$ cat config.mk
export PLATFORM = sky130hd
export DESIGN_NAME = unicode_text_transcoder_top
export DESIGN_NICKNAME = d
export VERILOG_FILES = /design/src/design/utx_pkg.sv /design/src/design/utx_front.sv /design/src/design/utx_queue.sv /design/src/design/utx_back.sv /design/src/design/unicode_text_transcoder_top.sv
export SDC_FILE = /design/constraint.sdc
export NUM_CORES = 1
export LEC_CHECK = 0
export ABC_CLOCK_PERIOD_IN_PS = 8150
export BUFFER_PORTS_ARGS = -buffer_cell sky130_fd_sc_hd__buf_2
export CORE_UTILIZATION = 30
export CTS_BUF_LIST = sky130_fd_sc_hd__clkbuf_16
export DETAILED_ROUTE_END_ITERATION = 6
export PLACE_DENSITY = 0.46
export SYNTH_ARGS = -nofsm -noshare
export SYNTH_HDL_FRONTEND = slang
export SYNTH_SLANG_ARGS = --single-unit
$ cat constraint.sdc
create_clock -name clk -period 8.15 [get_ports clk]
set_clock_uncertainty 0.1 [all_clocks]
set_input_delay 0.4075 -clock clk [delete_from_list [all_inputs] [get_ports clk]]
set_output_delay 0.4075 -clock clk [all_outputs]
set_load 0.005 [all_outputs]
$ cat src/design/utx_pkg.sv
// Shared types and constants for the text transcoder.
// Used by utx_front, utx_queue, utx_back and unicode_text_transcoder_top.
package utx_pkg;

  typedef enum logic [1:0] {
    SRC_BYTE   = 2'd0,
    SRC_UNIT16 = 2'd1,
    SRC_UTF8   = 2'd2,
    SRC_UTF16  = 2'd3
  } src_enc_t;

  typedef enum logic [1:0] {
    TGT_BYTE   = 2'd0,
    TGT_UNIT16 = 2'd1,
    TGT_UTF16  = 2'd2,
    TGT_NONE   = 2'd3
  } tgt_enc_t;

  // code 3 behaves as big endian
  typedef enum logic [1:0] {
    ORD_AUTO    = 2'd0,
    ORD_LITTLE  = 2'd1,
    ORD_BIG     = 2'd2,
    ORD_BIG_ALT = 2'd3
  } order_t;

  typedef enum logic [1:0] {
    REG_SRC_ENC = 2'd0,
    REG_SRC_ORD = 2'd1,
    REG_TGT_ENC = 2'd2,
    REG_TGT_ORD = 2'd3
  } reg_index_t;

  localparam int unsigned CP_W        = 26;
  localparam int unsigned QUEUE_DEPTH = 4;

  localparam logic [7:0]  UTF8_LEAD_BASE = 8'hC0;
  localparam logic [7:0]  UTF8_LEAD_SPAN = 8'h35;
  localparam logic [7:0]  UTF8_LEAD3     = 8'hE0;
  localparam logic [7:0]  UTF8_LEAD4     = 8'hF0;
  localparam logic [5:0]  SURR_LEAD_TAG  = 6'b110110;
  localparam logic [5:0]  SURR_TRAIL_TAG = 6'b110111;
  localparam logic [15:0] BOM            = 16'hFEFF;
  localparam logic [15:0] BOM_SWAPPED    = 16'hFFFE;
  // (0xD800 << 10) + 0xDC00 - 0x10000
  localparam logic [27:0] SURR_OFFSET    = 28'h35FDC00;
  // 0xD800 - (0x10000 >> 10)
  localparam logic [15:0] LEAD_BIAS      = 16'hD7C0;

  typedef struct packed {
    src_enc_t src_enc;
    order_t   src_ord;
    tgt_enc_t tgt_enc;
    order_t   tgt_ord;
  } cfg_t;

  typedef struct packed {
    logic [7:0] in_byte;
    logic       starts_text;
    logic       ends_text;
  } in_t;

  typedef struct packed {
    logic [7:0] out_byte;
    logic       last_of_run;
  } out_t;

  // decoded request between front and back
  typedef struct packed {
    logic            mark;
    logic            has_cp;
    logic            ge;      // code point at or above 0x10000
    logic [CP_W-1:0] cp;
  } entry_t;

  typedef struct packed {
    logic valid;
    logic full;
  } q_stat_t;

endpackage

$ cat src/design/utx_front.sv
// Front end: decodes source bytes, keeps partial-sequence state.
// Depends on utx_pkg.
module utx_front (
  input  logic            clk,
  input  logic            rst_n,
  input  utx_pkg::cfg_t   cfg,
  input  utx_pkg::in_t    in_item,
  input  logic            accept,
  output utx_pkg::entry_t entry
);

  logic [23:0] pend_bytes_r, pend_bytes_nxt;
  logic [1:0]  pend_cnt_r, pend_cnt_nxt;
  logic [1:0]  need_cnt_r, need_cnt_nxt;
  logic        mark_r, mark_nxt;
  logic        checked_r, checked_nxt;
  logic        det_big_r, det_big_nxt;

  logic [23:0] pb, pb_n;
  logic [1:0]  pc, pc_n, nc, nc_n;
  logic        chk, chk_n, dbig, dbig_n, mk;
  logic [7:0]  b, first, third, lead_off;
  logic [15:0] u, le, lead, trail;
  logic [23:0] shifted;
  logic [26:0] sum;
  logic [27:0] diff;
  logic        src_big, mark_emit;

  always_comb begin
    b     = in_item.in_byte;
    pb    = in_item.starts_text ? 24'd0 : pend_bytes_r;
    pc    = in_item.starts_text ? 2'd0 : pend_cnt_r;
    nc    = in_item.starts_text ? 2'd0 : need_cnt_r;
    chk   = in_item.starts_text ? 1'b0 : checked_r;
    dbig  = in_item.starts_text ? 1'b0 : det_big_r;
    mk    = in_item.starts_text ? 1'b1 : mark_r;
    mark_emit = (cfg.tgt_enc == utx_pkg::TGT_UTF16) && (cfg.tgt_ord == utx_pkg::ORD_AUTO) && mk;
    src_big = (cfg.src_ord == utx_pkg::ORD_AUTO) ? dbig :
              (cfg.src_ord == utx_pkg::ORD_BIG || cfg.src_ord == utx_pkg::ORD_BIG_ALT);
    first    = pb[7:0];
    third    = pb[23:16];
    lead     = pb[15:0];
    lead_off = b - utx_pkg::UTF8_LEAD_BASE;
    shifted  = {pb[17:0], b[5:0]};
    le       = {b, first};
    u        = src_big ? {first, b} : {b, first};
    trail    = src_big ? {third, b} : {b, third};
    sum      = {1'b0, lead, 10'd0} + {11'd0, trail};
    diff     = {1'b0, sum} - utx_pkg::SURR_OFFSET;

    pb_n   = pb;
    pc_n   = pc;
    nc_n   = nc;
    chk_n  = chk;
    dbig_n = dbig;
    entry.mark   = mark_emit;
    entry.has_cp = 1'b0;
    entry.ge     = 1'b0;
    entry.cp     = '0;

    unique case (cfg.src_enc)
      utx_pkg::SRC_BYTE: begin
        entry.has_cp = 1'b1;
        entry.cp     = utx_pkg::CP_W'(b);
      end
      utx_pkg::SRC_UNIT16: begin
        if (pc == 2'd0) begin
          pb_n = {16'd0, b};
          pc_n = 2'd1;
        end else begin
          pb_n = '0;
          pc_n = 2'd0;
          entry.has_cp = 1'b1;
          entry.cp = (cfg.src_ord == utx_pkg::ORD_BIG || cfg.src_ord == utx_pkg::ORD_BIG_ALT) ?
                     utx_pkg::CP_W'({first, b}) : utx_pkg::CP_W'({b, first});
        end
      end
      utx_pkg::SRC_UTF8: begin
        if (nc != 2'd0) begin
          nc_n = nc - 2'd1;
          if (nc == 2'd1) begin
            pb_n = '0;
            entry.has_cp = 1'b1;
            entry.cp     = utx_pkg::CP_W'(shifted);
            entry.ge     = |shifted[23:16];
          end else begin
            pb_n = shifted;
          end
        end else if (lead_off < utx_pkg::UTF8_LEAD_SPAN) begin
          if (b < utx_pkg::UTF8_LEAD3) begin
            pb_n = {19'd0, b[4:0]};
            nc_n = 2'd1;
          end else if (b < utx_pkg::UTF8_LEAD4) begin
            pb_n = {20'd0, b[3:0]};
            nc_n = 2'd2;
          end else begin
            pb_n = {21'd0, b[2:0]};
            nc_n = 2'd3;
          end
        end else begin
          entry.has_cp = 1'b1;
          entry.cp     = utx_pkg::CP_W'(b);
        end
      end
      utx_pkg::SRC_UTF16: begin
        case (pc)
          2'd0: begin
            pb_n = {16'd0, b};
            pc_n = 2'd1;
          end
          2'd2: begin
            pb_n = {b, pb[15:0]};
            pc_n = 2'd3;
          end
          2'd1: begin
            if (cfg.src_ord == utx_pkg::ORD_AUTO && !chk) begin
              chk_n = 1'b1;
            end
            if (cfg.src_ord == utx_pkg::ORD_AUTO && !chk &&
                (le == utx_pkg::BOM_SWAPPED || le == utx_pkg::BOM)) begin
              // order mark is consumed
              dbig_n = dbig | (le == utx_pkg::BOM_SWAPPED);
              pb_n   = '0;
              pc_n   = 2'd0;
            end else if (u[15:10] == utx_pkg::SURR_LEAD_TAG) begin
              pb_n = {8'd0, u};
              pc_n = 2'd2;
            end else begin
              pb_n = '0;
              pc_n = 2'd0;
              entry.has_cp = 1'b1;
              entry.cp     = utx_pkg::CP_W'(u);
            end
          end
          default: begin
            // surrogate pair; wrapped results count as above 0x10000
            pb_n = '0;
            pc_n = 2'd0;
            entry.has_cp = 1'b1;
            entry.cp     = diff[utx_pkg::CP_W-1:0];
            entry.ge     = diff[27] | (|diff[26:16]);
          end
        endcase
      end
      default: begin
        entry.has_cp = 1'b0;
      end
    endcase

    if (in_item.ends_text) begin
      pb_n = '0;
      pc_n = 2'd0;
      nc_n = 2'd0;
    end
  end

  always_comb begin
    pend_bytes_nxt = pend_bytes_r;
    pend_cnt_nxt   = pend_cnt_r;
    need_cnt_nxt   = need_cnt_r;
    mark_nxt       = mark_r;
    checked_nxt    = checked_r;
    det_big_nxt    = det_big_r;
    if (accept) begin
      pend_bytes_nxt = pb_n;
      pend_cnt_nxt   = pc_n;
      need_cnt_nxt   = nc_n;
      mark_nxt       = mk & ~mark_emit;
      checked_nxt    = chk_n;
      det_big_nxt    = dbig_n;
    end
  end

  always_ff @(posedge clk) begin
    if (!rst_n) begin
      pend_bytes_r <= '0;
      pend_cnt_r   <= '0;
      need_cnt_r   <= '0;
      mark_r       <= 1'b1;
      checked_r    <= 1'b0;
      det_big_r    <= 1'b0;
    end else begin
      pend_bytes_r <= pend_bytes_nxt;
      pend_cnt_r   <= pend_cnt_nxt;
      need_cnt_r   <= need_cnt_nxt;
      mark_r       <= mark_nxt;
      checked_r    <= checked_nxt;
      det_big_r    <= det_big_nxt;
    end
  end

endmodule

$ cat src/design/utx_queue.sv
// Short request queue between front and back end.
// Depends on utx_pkg.
module utx_queue #(
  parameter int unsigned DEPTH = utx_pkg::QUEUE_DEPTH
) (
  input  logic              clk,
  input  logic              rst_n,
  input  logic              push,
  input  utx_pkg::entry_t   wr_data,
  input  logic              pop,
  output utx_pkg::entry_t   rd_data,
  output utx_pkg::q_stat_t  stat
);

  localparam int unsigned PTR_W = (DEPTH > 1) ? $clog2(DEPTH) : 1;
  localparam int unsigned CNT_W = $clog2(DEPTH + 1);

  utx_pkg::entry_t  slots_r [DEPTH];
  logic [PTR_W-1:0] wr_ptr_r, wr_ptr_nxt;
  logic [PTR_W-1:0] rd_ptr_r, rd_ptr_nxt;
  logic [CNT_W-1:0] count_r, count_nxt;
  logic             do_push, do_pop;

  assign stat.valid = (count_r != '0);
  assign stat.full  = (count_r == CNT_W'(DEPTH));
  assign do_push    = push & ~stat.full;
  assign do_pop     = pop & stat.valid;
  assign rd_data    = slots_r[rd_ptr_r];

  always_comb begin
    wr_ptr_nxt = wr_ptr_r;
    rd_ptr_nxt = rd_ptr_r;
    count_nxt  = count_r;
    if (do_push) begin
      wr_ptr_nxt = (wr_ptr_r == PTR_W'(DEPTH - 1)) ? '0 : wr_ptr_r + PTR_W'(1);
    end
    if (do_pop) begin
      rd_ptr_nxt = (rd_ptr_r == PTR_W'(DEPTH - 1)) ? '0 : rd_ptr_r + PTR_W'(1);
    end
    if (do_push && !do_pop) begin
      count_nxt = count_r + CNT_W'(1);
    end else if (do_pop && !do_push) begin
      count_nxt = count_r - CNT_W'(1);
    end
  end

  always_ff @(posedge clk) begin
    if (!rst_n) begin
      wr_ptr_r <= '0;
      rd_ptr_r <= '0;
      count_r  <= '0;
    end else begin
      wr_ptr_r <= wr_ptr_nxt;
      rd_ptr_r <= rd_ptr_nxt;
      count_r  <= count_nxt;
    end
  end

  always_ff @(posedge clk) begin
    if (do_push) begin
      slots_r[wr_ptr_r] <= wr_data;
    end
  end

endmodule

$ cat src/design/utx_back.sv
// Back end: encodes one queued request into target bytes, one per cycle while the output is popped or empty.
// Depends on utx_pkg.
module utx_back (
  input  logic             clk,
  input  logic             rst_n,
  input  utx_pkg::cfg_t    cfg,
  input  utx_pkg::entry_t  req,
  input  logic             req_valid,
  output logic             req_done,
  input  logic             pop,
  output logic             empty,
  output utx_pkg::out_t    out_item
);

  logic [2:0]          idx_r, idx_nxt;
  logic                out_valid_r, out_valid_nxt;
  utx_pkg::out_t       out_r, out_nxt;

  logic                tgt_big, can_load, load, last;
  logic [2:0]          cp_n, n, j_full;
  logic [15:0]         unit0, unit1, lead;
  logic [7:0]          cpb [4];
  logic [7:0]          mark_b [2];
  logic [7:0]          sel_byte;

  always_comb begin
    tgt_big = (cfg.tgt_ord == utx_pkg::ORD_BIG || cfg.tgt_ord == utx_pkg::ORD_BIG_ALT);
    lead    = req.cp[25:10] + utx_pkg::LEAD_BIAS;
    unit0   = req.cp[15:0];
    unit1   = {utx_pkg::SURR_TRAIL_TAG, req.cp[9:0]};
    cp_n    = 3'd0;
    unique case (cfg.tgt_enc)
      utx_pkg::TGT_BYTE:   cp_n = 3'd1;
      utx_pkg::TGT_UNIT16: cp_n = 3'd2;
      utx_pkg::TGT_UTF16: begin
        cp_n = req.ge ? 3'd4 : 3'd2;
        if (req.ge) begin
          unit0 = lead;
        end
      end
      default:             cp_n = 3'd0;
    endcase
    if (!req.has_cp) begin
      cp_n = 3'd0;
    end
    cpb[0] = tgt_big ? unit0[15:8] : unit0[7:0];
    cpb[1] = tgt_big ? unit0[7:0]  : unit0[15:8];
    cpb[2] = tgt_big ? unit1[15:8] : unit1[7:0];
    cpb[3] = tgt_big ? unit1[7:0]  : unit1[15:8];
    if (cfg.tgt_enc == utx_pkg::TGT_BYTE) begin
      cpb[0] = req.cp[7:0];
    end
    mark_b[0] = tgt_big ? utx_pkg::BOM[15:8] : utx_pkg::BOM[7:0];
    mark_b[1] = tgt_big ? utx_pkg::BOM[7:0]  : utx_pkg::BOM[15:8];

    n      = {1'b0, req.mark, 1'b0} + cp_n;
    j_full = req.mark ? idx_r - 3'd2 : idx_r;
    if (req.mark && idx_r < 3'd2) begin
      sel_byte = mark_b[idx_r[0]];
    end else begin
      sel_byte = cpb[j_full[1:0]];
    end

    can_load = ~out_valid_r | pop;
    last     = (idx_r == n - 3'd1);
    load     = req_valid & (n != 3'd0) & can_load;
    req_done = req_valid & ((n == 3'd0) | (can_load & last));
  end

  always_comb begin
    idx_nxt       = idx_r;
    out_nxt       = out_r;
    out_valid_nxt = out_valid_r & ~pop;
    if (load) begin
      idx_nxt           = last ? 3'd0 : idx_r + 3'd1;
      out_nxt.out_byte    = sel_byte;
      out_nxt.last_of_run = last;
      out_valid_nxt     = 1'b1;
    end
  end

  always_ff @(posedge clk) begin
    if (!rst_n) begin
      idx_r       <= '0;
      out_valid_r <= 1'b0;
    end else begin
      idx_r       <= idx_nxt;
      out_valid_r <= out_valid_nxt;
    end
  end

  always_ff @(posedge clk) begin
    out_r <= out_nxt;
  end

  assign empty    = ~out_valid_r;
  assign out_item = out_r;

endmodule

$ cat src/design/unicode_text_transcoder_top.sv
// Text transcoder top level: config registers, front, request queue, back.
// Depends on utx_pkg, utx_front, utx_queue, utx_back.
//
// Usage: source bytes enter on in_item with push; an item is taken at an
// edge where push is high and full is low. Each source byte gives zero to
// six target bytes on out_item, read like a queue: data is valid while
// empty is low and is taken at an edge with pop high. The last byte caused
// by a source byte carries last_of_run.
// Configuration: valid/cfg_index/cfg_data, always ready; write only while
// the block is idle.
// Flow: with the back end idle, an accepted item goes into the request queue
// and its first byte then into the output register. The back end sends one
// byte per cycle while the output is popped or empty, at most six bytes per
// request, mark included; a queue of DEPTH requests lets the front keep
// accepting one byte per cycle while the back works, until the queue fills.
// Reset (synchronous, rst_n low) empties queue and output and restores
// register defaults. When pop stays low the output byte holds, the queue
// fills and full rises.
module unicode_text_transcoder_top #(
  parameter int unsigned DEPTH = utx_pkg::QUEUE_DEPTH
) (
  input  logic          clk,
  input  logic          rst_n,
  input  logic          push,
  output logic          full,
  input  utx_pkg::in_t  in_item,
  output logic          empty,
  input  logic          pop,
  output utx_pkg::out_t out_item,
  input  logic          valid,
  output logic          ready,
  input  logic [1:0]    cfg_index,
  input  logic [1:0]    cfg_data
);

  utx_pkg::cfg_t    cfg_r, cfg_nxt;
  utx_pkg::entry_t  fe_entry, q_head;
  utx_pkg::q_stat_t q_stat;
  logic             accept, req_done;

  assign ready  = 1'b1;
  assign full   = q_stat.full;
  assign accept = push & ~q_stat.full;

  always_comb begin
    cfg_nxt = cfg_r;
    if (valid) begin
      unique case (utx_pkg::reg_index_t'(cfg_index))
        utx_pkg::REG_SRC_ENC: cfg_nxt.src_enc = utx_pkg::src_enc_t'(cfg_data);
        utx_pkg::REG_SRC_ORD: cfg_nxt.src_ord = utx_pkg::order_t'(cfg_data);
        utx_pkg::REG_TGT_ENC: cfg_nxt.tgt_enc = utx_pkg::tgt_enc_t'(cfg_data);
        default:              cfg_nxt.tgt_ord = utx_pkg::order_t'(cfg_data);
      endcase
    end
  end

  always_ff @(posedge clk) begin
    if (!rst_n) begin
      cfg_r.src_enc <= utx_pkg::SRC_UTF8;
      cfg_r.src_ord <= utx_pkg::ORD_AUTO;
      cfg_r.tgt_enc <= utx_pkg::TGT_UTF16;
      cfg_r.tgt_ord <= utx_pkg::ORD_LITTLE;
    end else begin
      cfg_r <= cfg_nxt;
    end
  end

  utx_front u_front (
    .clk     (clk),
    .rst_n   (rst_n),
    .cfg     (cfg_r),
    .in_item (in_item),
    .accept  (accept),
    .entry   (fe_entry)
  );

  utx_queue #(
    .DEPTH (DEPTH)
  ) u_queue (
    .clk     (clk),
    .rst_n   (rst_n),
    .push    (accept),
    .wr_data (fe_entry),
    .pop     (req_done),
    .rd_data (q_head),
    .stat    (q_stat)
  );

  utx_back u_back (
    .clk       (clk),
    .rst_n     (rst_n),
    .cfg       (cfg_r),
    .req       (q_head),
    .req_valid (q_stat.valid),
    .req_done  (req_done),
    .pop       (pop),
    .empty     (empty),
    .out_item  (out_item)
  );

  a_reset_clears: assert property (@(posedge clk) !rst_n |=> (empty && !full))
    else $error("output or queue not cleared by reset");

  a_full_has_head: assert property (@(posedge clk) disable iff (!rst_n)
    full |-> q_stat.valid)
    else $error("queue full without a head request");

  a_accept_queued: assert property (@(posedge clk) disable iff (!rst_n)
    accept |=> q_stat.valid)
    else $error("accepted item did not reach the request queue");

  a_no_phantom_out: assert property (@(posedge clk) disable iff (!rst_n)
    (empty && !q_stat.valid) |=> empty)
    else $error("output appeared with no queued request");

endmodule
-- After elaboration in Yosys (flattened, before gate mapping)
Memory sizes are Yosys's and may differ from the RTL's. A register that Yosys moved wholly into a read port is not among the register bits.
Cells that the tools add are included.
- $add $sub $neg: 13
- magnitude comparators: 6
- equal/unequal tests: 21
- mux-type cells: 87
- bitwise gates (word level): 20
- reduce and logical (&&, ||, !) cells: 33
- operator list (kind ; number):
    $mux 24 ; 7
    $pmux 24 s3 ; 2
    $mux 16 ; 7
    $mux 8 ; 13
    $pmux 26 s4 ; 1
    $mux 26 ; 3
    $pmux 26 s2 ; 1
    $eq 16x16->1 const B ; 2
    $mux 2 ; 15
    $mux 28 ; 1
    $sub 27x26->28 const B ; 1
    $add 26x16->27 ; 1
    $mux 1 ; 24
    $eq 2x2->1 const B ; 11
    $add 16x16->16 const B ; 1
    $bmux 8 s2 ; 1
    $lt 8x8->1 const B ; 2
    $mux 3 ; 5
    $logic_not 2->1 ; 6
    $reduce_or 11->1 ; 1
    $eq 2x1->1 const B ; 5
    $and 1x1->1 ; 9
    $pmux 3 s3 ; 1
    $lt 8x6->1 const B ; 1
    32 further kinds ; 59
- register bits after elaboration: 59
- memory bits (writable): 116
- bits of input ports: 19
- output and inout bits: 12
- word-level logic and storage cells: 198
- memories kept: 1
- memories (memory ; depth ; width ; read ports ; clocked after Yosys merged registers in ; write ports ; line ; source):
    u_queue.slots_r ; 4 ; 29 ; 1 ; 1 ; 1 ; utx_queue.sv:18 ; utx_pkg::entry_t slots_r [DEPTH];

-- Logic depth before layout (Yosys ltp)
- depth after elaboration: 13
- mapped depth: 16
- gate-level depth less buffers: 16

-- By module
Synthesis repeated with hierarchy kept, for this count alone.
- cell total of the unflattened synthesis: 1059
- area, all modules: 10714.0 µm²
- modules (own cells, without submodules) (module ; instances ; cells each ; area each (µm²) ; sequential area each (µm²)):
    utx_queue ; 1 ; 202 ; 4669.5 ; 3663.5
    utx_front ; 1 ; 633 ; 4187.8 ; 620.6
    utx_back ; 1 ; 188 ; 1500.2 ; 350.3
    unicode_text_transcoder_top ; 1 ; 36 ; 356.6 ; 160.2

-- Worst setup path before layout
Ideal clock, no wire load.
- path kind: input-to-reg
- start: in in_item[1] (netlist bit)
- end: mem u_queue.slots_r[0][26] (netlist bit) (data pin)
- setup time: 0.282 ns
- arrival time: 3.612 ns
- data required time: 7.768 ns
- path slack: 4.156 ns
- cell stages on the path: 14
- path buffers: 2
- cells stage by stage: or3b_1 clkbuf_1 nand2_1 clkbuf_1 a21boi_0 ha_1 inv_1 ha_1 o21a_1 a2111oi_0 nor2_1 a22o_1 mux2i_1 a31oi_1
- RTL lines (item ; line ; source):
    start: declaration ; unicode_text_transcoder_top.sv:26 ; input utx_pkg::in_t in_item,
    end: declaration ; utx_queue.sv:18 ;

==> results.md <==
- In this run the count of I/O pins placed on the die edge is 31.
- The post-route non-filler standard cell count is 1572.
- For this design the ratio of total power to cell area is 229 nW/um2.
- The die outline area is 37500 um2.
- Setup repair after global routing left no endpoint under its margin.
- The via count of the first global-routing pass is 9102.
- Of all flip-flops after synthesis, the portion carrying an async set or reset was 0%.
- The core region is 35800 um2.
- The run finished with clean final reports.
- The first global-routing pass estimated 56000 um of wire.
- For this run, the top clock speed supported by timing is 213 MHz.
- The end point of the critical path is u_queue.slots_r[3][26]$_DFFE_PP_.
- The sum of negative setup slack is 0 ns.
- STA classifies the critical path endpoint as a flop.
- The count of buffers added by post-CTS timing repair for setup is 0.
- The final number of max-transition violations was 0.
- Port buffering added 29 buffers.
- The final layout contains routed wiring with a total length of 36100 um.
- The critical path required time is 8.27 ns.
- The number of vias per cell is 5.86.
- The tree is rooted in a clkbuf_16.
- The routed via count is 9205.
- The total instance count after detailed placement is 1539.
- In this run the horizontal extent of the chip is 194 um.
- The remaining max-slew budget at the tightest pin is 32.7%.
- The clock network latency to the later pin of the worst-skew pair is 0.44 ns.
- Among all flip-flop cells after synthesis, the most frequent one is edfxtp_1.
- The largest net degree at the start of global routing is 36.
- The path type of the worst setup path is flop to flop.
- Of all cell types, the one taking the most synthesized area is edfxtp_1.
- The tightest min-delay check is of the input port to flop type.
- The share of post-route cells with drive strength above 1 is 11.0%.
- The post-synth design cell area is 11000 um2.
- Relative to the synthesized area, the layout overhead comes to 9.81%.
- Counting flops and latches in the post-synthesis netlist gives 177.
- Summed over all cells, the static leakage comes to 4.10 nW.
- The overflow left after global routing is 0.
- The worst setup path is launched from a flop.
- The number of rows in the core area is 69.
- In the finished design, the share of the clock period the worst path needs comes to 57.6%.
- Across the run, the number of max-cap violations was 0.
- After synthesis, the mean cell area works out to 9.92 um2.
- In the routed design, unresolved DRC markers number 0.
- The final layout contains 1145 nets.
- The deepest level of the CTS H-tree is 4.
- The worst register-to-register path begins at cfg_r[5]$_SDFFE_PN0P_.
- Counting distinct cell types in the post-synthesis netlist gives 92.
- The post-synthesis net count is 1157.
- In the post-synthesis netlist, the biggest area contributors are edfxtp_1 34%, dfxtp_1 9.5%, nand2_1 4.2%, o21ai_0 3.8%, mux4_2 3.7%.
- The post-route worst setup slack is 3.45 ns.
- The number of synthesized flops with an enable pin is 125.
- The register-to-register setup slack is 3.45 ns.
- The detailed router finished its first iteration with 804 violations.
- The count of nets left with antenna violations once routing finished came out at 0.
- Setup violations remaining at the end of the flow were counted as 0.
- The total count of hold-check failures in the final report is 0.
- The number of buffers added by the clock tree synthesis step is 17.
- The minimum clock period after layout is 4.70 ns.
- The warning count from the yosys run is 0.
- The top cell type by area accounts for 34.1% of the synthesized area.
- For this run, the detailed router's first-pass iteration total came to 6.
- The per-cell routed wire length is 23.0 um.
- Counting every instance in the synthesized netlist gives 1109.
- The count of hold buffers inserted by post-cts repair is 0.
- The start point of the worst min-delay path is cfg_data[0].
- OpenSTA, run right after detailed placement, puts the worst setup slack at 3.28 ns.
- The tree built by TritonCTS fans out to 177 sinks.
- Once detailed placement completed, the half-perimeter wirelength came to 25600 um.
- The maximum vdd ir drop is 0.152 mV.
- The worst register-to-register path ends at u_queue.slots_r[3][26]$_DFFE_PP_.
- Measured along the y axis, the die boundary spans 194 um.
- Counting cells, the worst reg-to-reg path comes to 13.
- The initial antenna violation count came to 1.
- Data on the critical path arrives at its endpoint at 4.82 ns.
- Routability-driven placement finished with a final weighted congestion of 0.915.
- The clock-pin slew on the worst setup and hold paths is 0.07 ns.
- TritonCTS built the clock tree.
- The effective utilization at floorplan is 30.7%.
- The total global-route track usage is 19.5%.
- The largest buffer count on any clock path is 2.
- Of all nets on the critical path, the largest fanout is 25.
- The quantity of gates resized following cts is 0.
- Of the synthesized area, sequential elements account for 43.6%.
- The launch point of the critical path is cfg_r[5]$_SDFFE_PN0P_.
- The transition time at the pin with the least slew margin is 1.01 ns.
-- synth_stat cells (5+ instances only) --
library cell / instances
nand4_1: 10
a311oi_1: 5
mux4_1: 11
o221ai_1: 9
o22ai_1: 27
nand2_1: 124
nor3_1: 16
a21boi_0: 9
and2_1: 16
inv_1: 42
a221o_1: 5
a41oi_1: 5
nor3b_1: 6
nand2b_1: 12
nor4_1: 11
o31ai_1: 8
or3_1: 7
a211o_1: 5
nor2b_1: 27
nand3_1: 32
dfxtp_1: 52
nor2_1: 50
ha_1: 27
a21o_1: 7
o211ai_1: 15
mux2i_1: 23
a32oi_1: 7
a211oi_1: 9
o21a_1: 6
a21oi_1: 63
a22o_1: 7
a22oi_1: 16
edfxtp_1: 125
o21ai_0: 83
xor2_1: 10
xnor2_1: 15
a31oi_1: 14
mux4_2: 18
buf_2: 6
clkbuf_1: 66
a221oi_1: 5
-- report_power, final --
part | switching (W) | internal, W
sequential | 0.0000461 | 0.00107
clock | 0.000384 | 0.000399
combinational | 0.000513 | 0.000348
total | 0.000944 | 0.00182
-- per-layer routing --
metal / share of wire (%) / track usage, %
met5: 0 / 0
met4: 3.6 / 8.62
met3: 6.2 / 3.33
met2: 45 / 30.5
met1: 45 / 26.3
-- through the flow --
step	power (W)	instance area, um2	utilization [%]	hold WS (ns)
after floorplan	0.00178	11000	-	0.325
after global placement	0.00201	11500	32.2	0.359
after detailed placement	0.00201	11500	32.2	0.359
after CTS	0.00279	12100	33.7	0.145
after global routing	0.00292	12100	33.7	0.166
final	0.00276	12100	33.7	0.167
-- worst max-delay path: stages (launching register included) --
cell and delay, ns:
dfxtp_1 0.31, buf_4 0.31, clkinv_1 0.33, nand2_1 0.49
a21boi_0 0.19, ha_1 0.32, inv_1 0.04, ha_1 0.35
o21a_1 0.23, a2111oi_0 0.82, nor2_1 0.26, a22o_1 0.31
mux2i_1 0.13, a31oi_1 0.27
-- layout make-up --
class / instances / area [um2]
clock inverters: 15 / 129
clock buffers: 17 / 425
multi-input cells: 806 / 5680
repair buffers: 52 / 318
inverters: 43 / 161
diodes: 1 / 2.50
fillers: 3632 / 23700
flip-flops and latches: 177 / 4800
well taps: 461 / 577
-- placed cells by master, fill, tap and decap left out, types with 17 or more instances in the layout --
cell,count
mux4_2,18
nand3_1,32
edfxtp_1,125
nand2_1,124
buf_2,29
nor2b_1,27
inv_1,42
o22ai_1,27
clkbuf_16,17
dfxtp_1,51
o21ai_0,83
a21oi_1,63
nor2_1,50
ha_1,27
mux2i_1,23
buf_4,23
-- state kept, by name (all words and copies together), names as in the netlist, 2 cells and up, named ones only --
register / count
u_back.idx_r: 3
u_queue.slots_r: 116
u_front.need_cnt_r: 2
u_front.pend_cnt_r: 2
u_queue.rd_ptr_r: 2
u_back.out_item: 9
u_queue.wr_ptr_r: 2
u_front.pend_bytes_r: 24
u_queue.count_r: 3
cfg_r: 8
-- cells by family (layout without fill, tap and decap cells) --
family | Yosys count | count (layout) | share of synthesized area [%]
xor gates and xnor gates | 26 | 26 | 2.19
AOI/OAI and AO/OA | 355 | 355 | 21.7
and+or+nand+nor | 341 | 341 | 15.5
other | 1 | 2 | 0.0341
muxes | 54 | 54 | 8.64
DFF | 177 | 177 | 43.6
adders and majority gates | 29 | 29 | 3.43
buffers and inverters | 126 | 127 | 4.90
-- worst min-delay path by stage --
stage                                                  endpoint  slack [ns]  depth (start not counted)
final                                     cfg_r[0]$_SDFFE_PN1P_        0.17                          3
after global routing                      cfg_r[3]$_SDFFE_PN1P_        0.17                          3
after CTS                                 cfg_r[0]$_SDFFE_PN1P_        0.14                          3
after detailed placement  u_front.pend_bytes_r[21]$_SDFFE_PN0P_        0.36                          1
after global placement    u_front.pend_bytes_r[21]$_SDFFE_PN0P_        0.36                          1
after floorplan           u_front.pend_bytes_r[18]$_SDFFE_PN0P_        0.32                          2
(Power assumes the default switching activity.)
